==> config.mk <==
export PLATFORM = sky130hd
export DESIGN_NAME = ed32_div_step
export DESIGN_NICKNAME = d
export VERILOG_FILES = /design/src/ed32_pkg.sv /design/src/ed32_div_step.sv
export SDC_FILE = /design/constraint.sdc
export NUM_CORES = 1
export LEC_CHECK = 0
export BUFFER_PORTS_ARGS = -buffer_cell sky130_fd_sc_hd__buf_2
export CORE_ASPECT_RATIO = 0.7
export CORE_UTILIZATION = 45
export DETAILED_ROUTE_END_ITERATION = 8
export MAX_ROUTING_LAYER = met4
export PLACE_DENSITY = 0.85
export SYNTH_ARGS = -nofsm -noshare
export SYNTH_HDL_FRONTEND = slang
export SYNTH_SLANG_ARGS = --single-unit
==> constraint.sdc <==
create_clock -name clk -period 0.8 [get_ports clk]
set_input_delay 0.04 -clock clk [delete_from_list [all_inputs] [get_ports clk]]
set_output_delay 0.04 -clock clk [all_outputs]
set_load 0.05 [all_outputs]
==> src/ed32_pkg.sv <==
`default_nettype none
// ----------------------------------------------------------------------------
// ed32_pkg: shared types and constants of the signed 32-bit Euclidean divider
// Status codes, pipeline depth and the payload carried by each divide step.
// ----------------------------------------------------------------------------
package ed32_pkg;

	// Operand width and number of restoring steps, one quotient bit per step
	localparam int W         = 32;
	localparam int DIV_STEPS = W;
	// Total latency: magnitude stage, divide steps, correction stage
	localparam int LATENCY   = DIV_STEPS + 2;

	// Saturated quotient for the overflow case
	localparam logic [W-1:0] Q_MAX = {1'b0, {(W-1){1'b1}}};

	// Result status codes
	typedef enum logic [1:0] {
		ST_OK   = 2'd0,
		ST_DIV0 = 2'd1,
		ST_OVF  = 2'd2
	} status_t;

	// Payload of one divide step
	typedef struct packed {
		logic [W-1:0] rem;    // partial remainder, below ub unless ub is zero
		logic [W-1:0] dq;     // dividend bits still to shift in, quotient bits behind
		logic [W-1:0] ub;     // divisor magnitude
		logic         neg_a;  // dividend negative
		logic         neg_b;  // divisor negative
		logic         div0;   // divisor is zero
		logic         ovf;    // most negative dividend over -1
	} step_t;

endpackage
`default_nettype wire

==> src/ed32_div_step.sv <==
`default_nettype none
// ----------------------------------------------------------------------------
// ed32_div_step: one registered restoring division step
// Shifts one dividend bit into the partial remainder, trial-subtracts the
// divisor magnitude and shifts the resulting quotient bit in.
// ----------------------------------------------------------------------------
module ed32_div_step
	import ed32_pkg::*;
(
	input  wire        clk,
	input  wire        arst_n,
	input  wire        en,
	input  wire        in_valid,
	input  wire step_t in_data,
	output logic       out_valid,
	output step_t      out_data
);

	logic [W:0]   trial;
	logic [W:0]   diff;
	logic         ge;
	step_t        nxt;
	logic         valid_q;
	step_t        data_q;

	// Trial subtract of the divisor magnitude
	always_comb begin
		trial = {in_data.rem, in_data.dq[W-1]};
		diff  = trial - {1'b0, in_data.ub};
		ge    = ~diff[W];
		nxt   = in_data;
		nxt.rem = ge ? diff[W-1:0] : trial[W-1:0];
		nxt.dq  = {in_data.dq[W-2:0], ge};
	end

	// Valid bit
	always_ff @(posedge clk or negedge arst_n) begin
		if (!arst_n) begin
			valid_q <= 1'b0;
		end else if (en) begin
			valid_q <= in_valid;
		end
	end

	// Payload
	always_ff @(posedge clk) begin
		if (en) begin
			data_q <= nxt;
		end
	end

	assign out_valid = valid_q;
	assign out_data  = data_q;

endmodule
`default_nettype wire

==> results summary, run 1 <==
The setup slack after layout came out at -1.75 ns. The layout filler cell count is 509. The average vias per placed instance came out at 6.28. The portion of the post-synthesis area used by sequential elements came out at roughly 55%. The vertical extent of the die is 94.4 µm.

The total DRC errors in the routed layout is 75. The clock net sink count is 101. In this run, flip-flops and latches consume approximately a third of the power. The count of endpoints failing hold in the final timing report is 0.

The overall routing resource usage is about two fifths. The final weighted congestion of routability-driven global placement is 0.953. The later-pin clock latency in the skew report came out at ~0.35 ns. Cells with a size suffix above 1 make up 52.0% of the layout. The synthesized flop and latch total came out at approximately 100. The worst-path maximum fanout is 8. The die is 134 µm wide. The clock root buffer is sky130_fd_sc_hd__clkbuf_16. The highest ir drop seen on vdd is 1.49 mV. The core region area came out at 11800 µm². The number of buffers on the longest clock path is 2.

The area of the multi-input gates is 2640 µm². The port buffer count came out at 204. For the finished layout, the period the worst path requires is 2.55 ns. Of the total power, combinational logic draws a little over two fifths. The static power due to leakage came out at ~4.6 nW.

The routed length per instance is 26.9 µm. The layout net count is just over 1000. The violation count after the first detailed-routing iteration is 1054. The switching power summed over all nets is 7.70 mW. The worst hold margin came out at between 0.006 and 0.007 ns.

The data arrival time of the worst path is 2.67 ns. Setup violations remaining at the end of the flow were counted as 135. The number of synthesis warnings came out at 0. Summing over every cut layer, the via total after detailed routing is 6585. Clock-pin slew was measured on the worst setup and hold paths at 0.08 ns. The count of cells along the worst register-to-register path is 2. The number of nets in the synthesized netlist is 599.

For this run, the leading register cell type out of synthesis is sky130_fd_sc_hd__edfxtp_1. Measured against its own limit, the worst slew margin works out to 56.4%. The number of antenna violations at the first check in global routing was 1. The number of violations of the max-capacitance limit is 0. CTS built an H-tree with a depth of 3. The number of global-route vias before repair came out at ~6300. The HPWL after detailed placement is 13400 µm. The effective utilization at floorplan came out at 46.5%. After synthesis, the mean cell area works out to 11.9 µm². Based on the critical path, the design can be clocked at up to between 300 and 400 MHz. The worst setup path is captured at a register. The internal power is 12.4 mW. Setup repair after global routing could not meet its margin everywhere. The number of CTS-inserted buffers is 9. The share of total power in the clock network is 22.9%. The final setup TNS is -71.69 ns. The layout overhead on the synthesized area came out at 82.5%. For the pin with the worst max-slew slack, the measured transition is 0.647 ns.

The run finished, with violations left. The routed wire length is 28200 µm. The count of antenna-violating nets left after detailed routing is 0. The checks that failed: DRC, setup timing. The type of the most critical hold path is in2async.

The total congestion overflow is 0. The first global-routing pass estimated 36000 µm of wire. The final setup skew came out at 0 ns.

The count of cell types in the netlist is 51. Power spread over the standard cell area amounts to 2000 nW/µm². The number of rows in the core area is 33.

The required time reported for the critical path endpoint is between 0.9 and 1 ns. The netlist area before placement came out at ~5500 µm². The fraction of synthesis flops using an asynchronous set or reset pin is 0.990%. The number of standard cells after synthesis came out at 462. The number of enable-type register cells in the synthesized netlist came out at 100. The critical path startpoint category is an input port. The register cell area after layout is between 3000 and 4000 µm². The first-pass iteration count of the detailed router is 9. The full die area is around 13000 µm².

The final-report max-slew violation count was 0. The TritonCTS clock tree is done. The switching share of power came out at 38.4%. The count of pins on the block boundary is 205. The classification of the worst setup path is in2reg.

Entering global routing, the biggest net connects 32 pins. The share of the clock period used by the worst path is 319%.
## Yosys cell counts, types with 2 or more instances
cell,number,area [µm²]
sky130_fd_sc_hd__a211oi_1,4,30.0
sky130_fd_sc_hd__a21boi_0,2,15.0
sky130_fd_sc_hd__a21o_1,15,113
sky130_fd_sc_hd__a21oi_1,34,170
sky130_fd_sc_hd__a31oi_1,2,12.5
sky130_fd_sc_hd__and2_1,3,18.8
sky130_fd_sc_hd__and3_1,6,37.5
sky130_fd_sc_hd__and4_1,2,17.5
sky130_fd_sc_hd__buf_6,3,33.8
sky130_fd_sc_hd__clkbuf_1,11,41.3
sky130_fd_sc_hd__edfxtp_1,100,3000
sky130_fd_sc_hd__ha_1,32,400
sky130_fd_sc_hd__inv_1,41,154
sky130_fd_sc_hd__mux2_4,18,270
sky130_fd_sc_hd__nand2_1,44,165
sky130_fd_sc_hd__nand2b_1,5,31.3
sky130_fd_sc_hd__nand3_1,11,55.1
sky130_fd_sc_hd__nand4_1,7,43.8
sky130_fd_sc_hd__nor2_1,16,60.1
sky130_fd_sc_hd__nor2b_1,5,31.3
sky130_fd_sc_hd__nor3_1,4,20.0
sky130_fd_sc_hd__o2111ai_1,2,17.5
sky130_fd_sc_hd__o211ai_1,8,60.1
sky130_fd_sc_hd__o21a_1,6,45.0
sky130_fd_sc_hd__o21ai_0,24,120
sky130_fd_sc_hd__o21bai_1,5,37.5
sky130_fd_sc_hd__o31ai_1,5,37.5
sky130_fd_sc_hd__o41ai_1,2,17.5
sky130_fd_sc_hd__xnor2_1,14,123
sky130_fd_sc_hd__xor2_1,10,87.6
## sequential cells by signal, indices dropped and copies added, names as in the netlist
register   flops
out_valid      1
out_data     100
## cell type report
class | count | area share [%]
multi-input combinational | 304 | 26.3
tap | 157 | 1.96
clock buffer | 9 | 2.25
sequential | 101 | 30.2
timing repair buffer | 427 | 36.8
antenna | 1 | 0.0250
inverter | 42 | 1.77
clock inverter | 7 | 0.637
## what timing repair did
item / in CTS / in global routing
gates resized for setup: 256 / 66
buffers inserted: 13 / 14
cloned: 1 / 1
hold buffers: 72 / 0
endpoints found under the hold margin: 72 / 0
pin swaps: 22 / 22
setup endpoints to repair: 134 / 135
## cell usage in the layout, fill, tap and decap left out, drive strengths merged, types with 2 or more instances in the layout
cell         count
a211oi           4
a21boi           2
a21o            15
a21oi           36
a31oi            2
and2             3
and3             6
and4             2
buf            354
clkbuf          10
clkinv           2
dlygate4sd3     72
edfxtp         100
ha              32
inv             46
mux2            19
nand2           44
nand2b           5
nand3           11
nand4            7
nor2            16
nor2b            5
nor3             4
o2111ai          2
o211ai           9
o21a             6
o21ai           24
o21bai           5
o31ai            5
o41ai            2
xnor2           14
xor2            10
## power groups by stage
| stage | registers, mW | logic (mW) | clock network, mW |
|---|---|---|---|
| floorplan | 8.74 | 2.00 | 0 |
| global placement | 6.77 | 6.04 | 0 |
| detailed placement | 6.78 | 6.17 | 0 |
| CTS | 6.82 | 7.49 | 4.38 |
| global route | 6.92 | 8.76 | 4.70 |
| finish | 6.90 | 8.59 | 4.60 |
## worst max-delay path, stage by stage
cell and delay [ns]:
sky130_fd_sc_hd__buf_2 0.10, sky130_fd_sc_hd__inv_1 0.05, sky130_fd_sc_hd__ha_1 0.32, sky130_fd_sc_hd__buf_4 0.19
sky130_fd_sc_hd__nand4_1 0.23, sky130_fd_sc_hd__a211oi_2 0.54, sky130_fd_sc_hd__o211ai_1 0.27, sky130_fd_sc_hd__o211ai_4 0.19
sky130_fd_sc_hd__clkinv_4 0.20, sky130_fd_sc_hd__clkbuf_16 0.21, sky130_fd_sc_hd__mux2_4 0.31
## routing by layer
layer | wire [µm] | share of wire, % | vias up | track usage, %
met1 | 9970 | 35 | 3072 | 46.2
met5 | 0 | 0 | - | -
li1 | - | - | 2561 | -
met3 | 3890 | 14 | 228 | 10.5
met4 | 1950 | 6.9 | 0 | 21.3
met2 | 12300 | 44 | 724 | 64.5
## stage by stage
| step | setup WS [ns] | cell area, µm² | power (mW) | instances | util (%) |
|---|---|---|---|---|---|
| floorplan | -1.63 | 5610 | 10.7 | 462 | - |
| global placement | -1.83 | 7710 | 12.8 | 934 | 65.3 |
| detailed placement | -1.92 | 7710 | 13.0 | 934 | 65.3 |
| CTS | -1.36 | 9680 | 18.7 | 1035 | 82.0 |
| global route | -1.77 | 10000 | 20.4 | 1048 | 84.9 |
| finish | -1.75 | 10000 | 20.1 | 1048 | 84.9 |
## kinds of logic (layout without fill, tap and decap cells)
kind of cell	Yosys count	in the layout	synth area share (%)
AND/OR/NAND/NOR	108	108	9.43
other	0	1	0
XOR/XNOR	24	24	3.83
AO/OA/AOI/OAI	120	120	14.5
adder cells (fa/ha/maj)	33	33	7.65
multiplexers	19	19	5.13
flip-flops	101	101	55.1
buffers and inverters	57	485	4.33
## worst paths after layout
check	start	end	slack (ns)
min	arst_n	out_valid$_DFFE_PN0P_	0.007
min reg2reg	out_valid$_DFFE_PN0P_	out_valid$_DFFE_PN0P_	0.66
max reg2reg	out_valid$_DFFE_PN0P_	out_valid$_DFFE_PN0P_	-0.13
max	in_data[25]	out_data[92]$_DFFE_PP_	-1.75
max in group asynchronous	arst_n	out_valid$_DFFE_PN0P_	0.68
min in group clk	in_data[76]	out_data[77]$_DFFE_PP_	0.01
No activity file was read; power rests on OpenSTA's default activity.
==> run 2: changes to the inputs <==
- ABC_AREA: default -> 1
- CORE_UTILIZATION: 45 -> 47
- PLACE_DENSITY: 0.85 -> 0.86
==> run 2 against run 1 <==
Effect of this change: clock skew stayed put; cell count up 32%; total power down 2.1%; core utilization increased by 1.9 points; largest power group unchanged; flip-flop and latch count unchanged; the flow finishes with violations (setup timing); die area rose by 9.7%.
==> results summary, run 2 <==
The port buffer count came out at 204 (unchanged). The count of cell types in the netlist came out at 32 (-37%). The mean cell area of the mapped netlist was 8.06 µm² (-32%). The worst slew margin relative to its limit came out at 79.4% (+23 points).

The flow ran to the end, but the final reports show violations. By count the netlist is led by sky130_fd_sc_hd__nand2_1 (313), sky130_fd_sc_hd__inv_1 (151), sky130_fd_sc_hd__edfxtp_1 (100). The average vias per placed instance came to 5.29 (-16%). The later-pin clock latency in the skew report came to 0.35 ns (about the same).

The fraction of synthesis flops using an asynchronous set or reset pin is 0.990% (unchanged). The required time reported for the critical path endpoint was 0.91 ns (about the same). The final reports fail on setup timing. The combinational cell fraction of total power came out at 43.1% (+0.3 points). The share of total power in the clock network is 22.5% (-0.4 points). The critical path in this run is classified as in2reg. The clock root buffer is sky130_fd_sc_hd__clkbuf_16. The overall routing resource usage came out at 35.1% (-4.9 points). The area share of the leading cell type in the synthesized netlist came out at 47.6% (-7.0 points). The layout net count came out at 1351 (+32%). The setup slack after layout came out at -0.899 ns (+0.855 ns).

The worst min-delay path startpoint is in_data[73]. The netlist area before placement is 6300 µm² (+15%). The global-route wire length before repair is 35600 µm (-1.3%). The routed wire length is 26300 µm (-6.7%). The total power density per cell area is 1780 nW/µm² (-11%). The number of buffers on the longest clock path is 2 (unchanged). The count of buffer and inverter cells on the critical path came out at 4 (-1).

The flip-flop count of the largest register after layout is 100 (unchanged). The slowest stage of the critical path is the sky130_fd_sc_hd__fa_2 cell. The core region area is 12800 µm² (+8.1%). In this run the critical register-to-register path is captured at out_valid$_DFFE_PN0P_. The number of enable-type register cells in the synthesized netlist is 100 (unchanged).

The count of pins on the block boundary is 205 (unchanged). The final-report max-slew violation count is 0 (unchanged). The switching power summed over all nets is 7.63 mW (-0.92%).

The number of setup violations in the final report is 134 (-0.74%). The library cell used most frequently in the layout, excluding fill and tap cells, is sky130_fd_sc_hd__nand2_1. The most common cell in the synthesized netlist is sky130_fd_sc_hd__nand2_1. The number of standard cells after synthesis was 782 (+69%).

The number of antenna violations at the first check in global routing was 0 (-1). The peak clock frequency supported by timing is 589 MHz (+50%). The worst setup path is captured at a register. The count of endpoints failing hold in the final timing report is 0 (unchanged). The first-pass iteration count of the detailed router came to 8 (-1). The count of antenna-violating nets left after detailed routing is 0 (unchanged). The total congestion overflow is 0 (unchanged).

The number of rows in the core area came out at 34 (+3.0%). The total DRC errors in the routed layout is 0 (-100%). The sequential power share came to 34.5% (+0.2 points). Setup repair after global routing could not meet its margin everywhere. The maximum level of the CTS H-tree was 3 (unchanged). The path class of the tightest hold or removal check is in2reg. The share of cells above drive strength 1 is 43.5% (-8.5 points). The worst-path maximum fanout was 8 (unchanged).

TritonCTS built the clock tree. The final weighted congestion of routability-driven global placement is 0.979 (+2.7%). The data arrival time of the worst path came to 1.81 ns (-0.86 ns). Yosys attributes the largest share of cell area to sky130_fd_sc_hd__edfxtp_1 (48%), sky130_fd_sc_hd__nand2_1 (19%), sky130_fd_sc_hd__inv_1 (9.0%). Along the worst hold path, the cell count comes to 3. The violation count after the first detailed-routing iteration came out at 821 (-22%). Compared with the post-synthesis result, the final layout area differs by 75.7%.

The stage delay of the slowest cell on the critical path is 0.35 ns (-0.19 ns). The static power due to leakage came out at 5.60 nW (+23%). The cell type with the highest aggregate area in the netlist is sky130_fd_sc_hd__edfxtp_1. The total vias in the final route came out at 7304 (+11%). The shortest period the worst path allows came out at 1.70 ns (-0.855 ns). The highest ir drop seen on vdd came out at 1.21 mV (-19%). The die width came out at 140 µm (+4.7%).

The number of global-route vias before repair came out at 6900 (+9.8%). The critical path goes through buf_8 -> inv_8 -> ha_4 -> fa_2 -> inv_2 -> nand2_2 -> nand2_2 -> nand3_2 -> nand2_2 -> nand2_2 -> nand2_2 -> nand2_4 -> nand3_4 -> buf_12 -> nand2_8 -> nand2_2 -> nand2_1. The critical path startpoint category is an input port. In this design, the critical path's most frequently occurring cell is sky130_fd_sc_hd__nand2_2. The effective utilization at floorplan is 49.4% (+2.9 points). The full die area came to 13900 µm² (+9.7%). The vertical extent of the die was 98.9 µm (+4.7%). The share of the clock period used by the worst path is 212% (-110 points). The register clock-pin slew on the reported worst setup and hold paths is 0.08 ns (about the same).

The clock net sink count is 101 (unchanged). The switching share of power is 38.8% (+0.48 points). The endpoint with the worst hold slack is out_data[74]$_DFFE_PP_. The setup slack of the most critical reg-to-reg path came out at 0 ns (+0.13 ns). The count of cells along the worst register-to-register path is 1 (-1). The slew at the pin closest to its max-slew limit came out at 0.309 ns (-0.338 ns). The final setup skew was 0 ns (unchanged). The final antenna diode count came out at 0 (-1). In this run the worst setup path begins at in_data[67]. The portion of the post-synthesis area used by sequential elements came to 48.0% (-7.1 points).

The net count after synthesis was 919 (+53%). The number of placed cells counting well taps came out at 1266 (+36%). The HPWL after detailed placement is 15000 µm (+11%).

The number of CTS-inserted buffers came out at 9 (unchanged). The final setup TNS is -44.34 ns (+27.35 ns). The top cell types in the final layout, fill and taps aside, are sky130_fd_sc_hd__nand2_1 (252), sky130_fd_sc_hd__inv_1 (141), sky130_fd_sc_hd__buf_4 (125). The synthesized flop and latch total is 101 (unchanged). The final cell count without fillers came to 1381 (+32%). The internal power came out at 12.0 mW (-2.9%). In this run the critical register-to-register path is launched from out_valid$_DFFE_PN0P_. The pin count of the biggest net entering global routing came out at 30 (-6.3%).

The number of violations of the max-capacitance limit came to 0 (unchanged). In this design, the largest share of critical-path delay is due to simple AND/OR/NAND/NOR gates. The number of synthesis warnings is 0 (unchanged). The dominant register cell in the synthesized netlist is sky130_fd_sc_hd__edfxtp_1. The routed length per instance is 19.0 µm (-29%).
run 2: cell count changes in the layout (fill, tap and decap cells not counted), moves of 15 or more:
cell / before / now
sky130_fd_sc_hd__nand2_2: 6 / 78
sky130_fd_sc_hd__a21o_1: 15 / 0
sky130_fd_sc_hd__nand3_1: 9 / 24
sky130_fd_sc_hd__buf_4: 141 / 125
sky130_fd_sc_hd__dlygate4sd3_1: 72 / 87
sky130_fd_sc_hd__inv_1: 32 / 141
sky130_fd_sc_hd__nand2_1: 35 / 252
sky130_fd_sc_hd__mux2_4: 19 / 0
run 2: per-stage QoR:
stage / util, % / instance area, µm² / total power, mW / worst slack, ns / hold slack, ns
after global routing: 86.8 / 11100 / 20.2 / -0.961 / 0.0411
final: 86.8 / 11100 / 19.7 / -0.899 / 0.0144
after floorplan: - / 6350 / 10.8 / -0.925 / -0.256
after global placement: 66.5 / 8490 / 12.8 / -1.30 / -0.185
after CTS: 82.5 / 10500 / 18.6 / -0.866 / 0.000528
after detailed placement: 66.5 / 8490 / 13.0 / -1.30 / -0.175
run 2: repair_timing:
item,CTS,global route
hold buffers,87,0
gates resized for setup,233,116
pin swaps,18,34
buffers inserted,4,4
setup endpoints to repair,134,135
gates cloned,4,0
endpoints found under the hold margin,86,0
run 2: cell type report:
cell class / count / area, µm²
fill: 654 / 1690
multi-input combinational: 522 / 3340
tap: 162 / 203
clock buffer: 10 / 229
sequential: 101 / 3030
inverter: 157 / 597
clock inverter: 6 / 53.8
timing repair buffer: 423 / 3620
run 2: worst max path at each step:
stage                             endpoint  slack [ns]  cells after the start
finish              out_data[73]$_DFFE_PP_       -0.90                     17
global placement    out_data[97]$_DFFE_PP_       -1.30                     16
detailed placement  out_data[97]$_DFFE_PP_       -1.30                     16
global route        out_data[88]$_DFFE_PP_       -0.96                     15
floorplan           out_data[81]$_DFFE_PP_       -0.92                     16
CTS                 out_data[76]$_DFFE_PP_       -0.87                     17
run 2: cell families (layout without fill, tap and decap cells):
family | after synthesis | count (layout) | synth area share [%]
xor gates and xnor gates | 15 | 15 | 2.08
muxes | 1 | 1 | 0.179
buffers and inverters | 163 | 596 | 10.6
DFF | 101 | 101 | 48.0
and+or+nand+nor | 436 | 440 | 29.3
adders and majority gates | 33 | 33 | 6.67
AOI/OAI and AO/OA | 33 | 33 | 3.14
run 2: routing by layer:
| layer | part of all wire (%) | vias up | global-route usage, % | wire length (µm) |
|---|---|---|---|---|
| met5 | 0 | - | - | 0 |
| met4 | 3.1 | 0 | 8.88 | 811 |
| met3 | 11 | 81 | 7.00 | 2800 |
| met2 | 49 | 497 | 57.5 | 12800 |
| met1 | 37 | 3427 | 44.7 | 9820 |
| li1 | - | 3299 | - | - |
run 2: power groups by stage:
stage,sequential (mW),combinational [mW],clock (mW)
4_1_cts,6.74,7.54,4.33
5_1_grt,6.81,8.82,4.56
3_3_place_gp,6.70,6.15,0
3_5_place_dp,6.71,6.27,0
6_report,6.77,8.46,4.42
2_1_floorplan,8.63,2.12,0
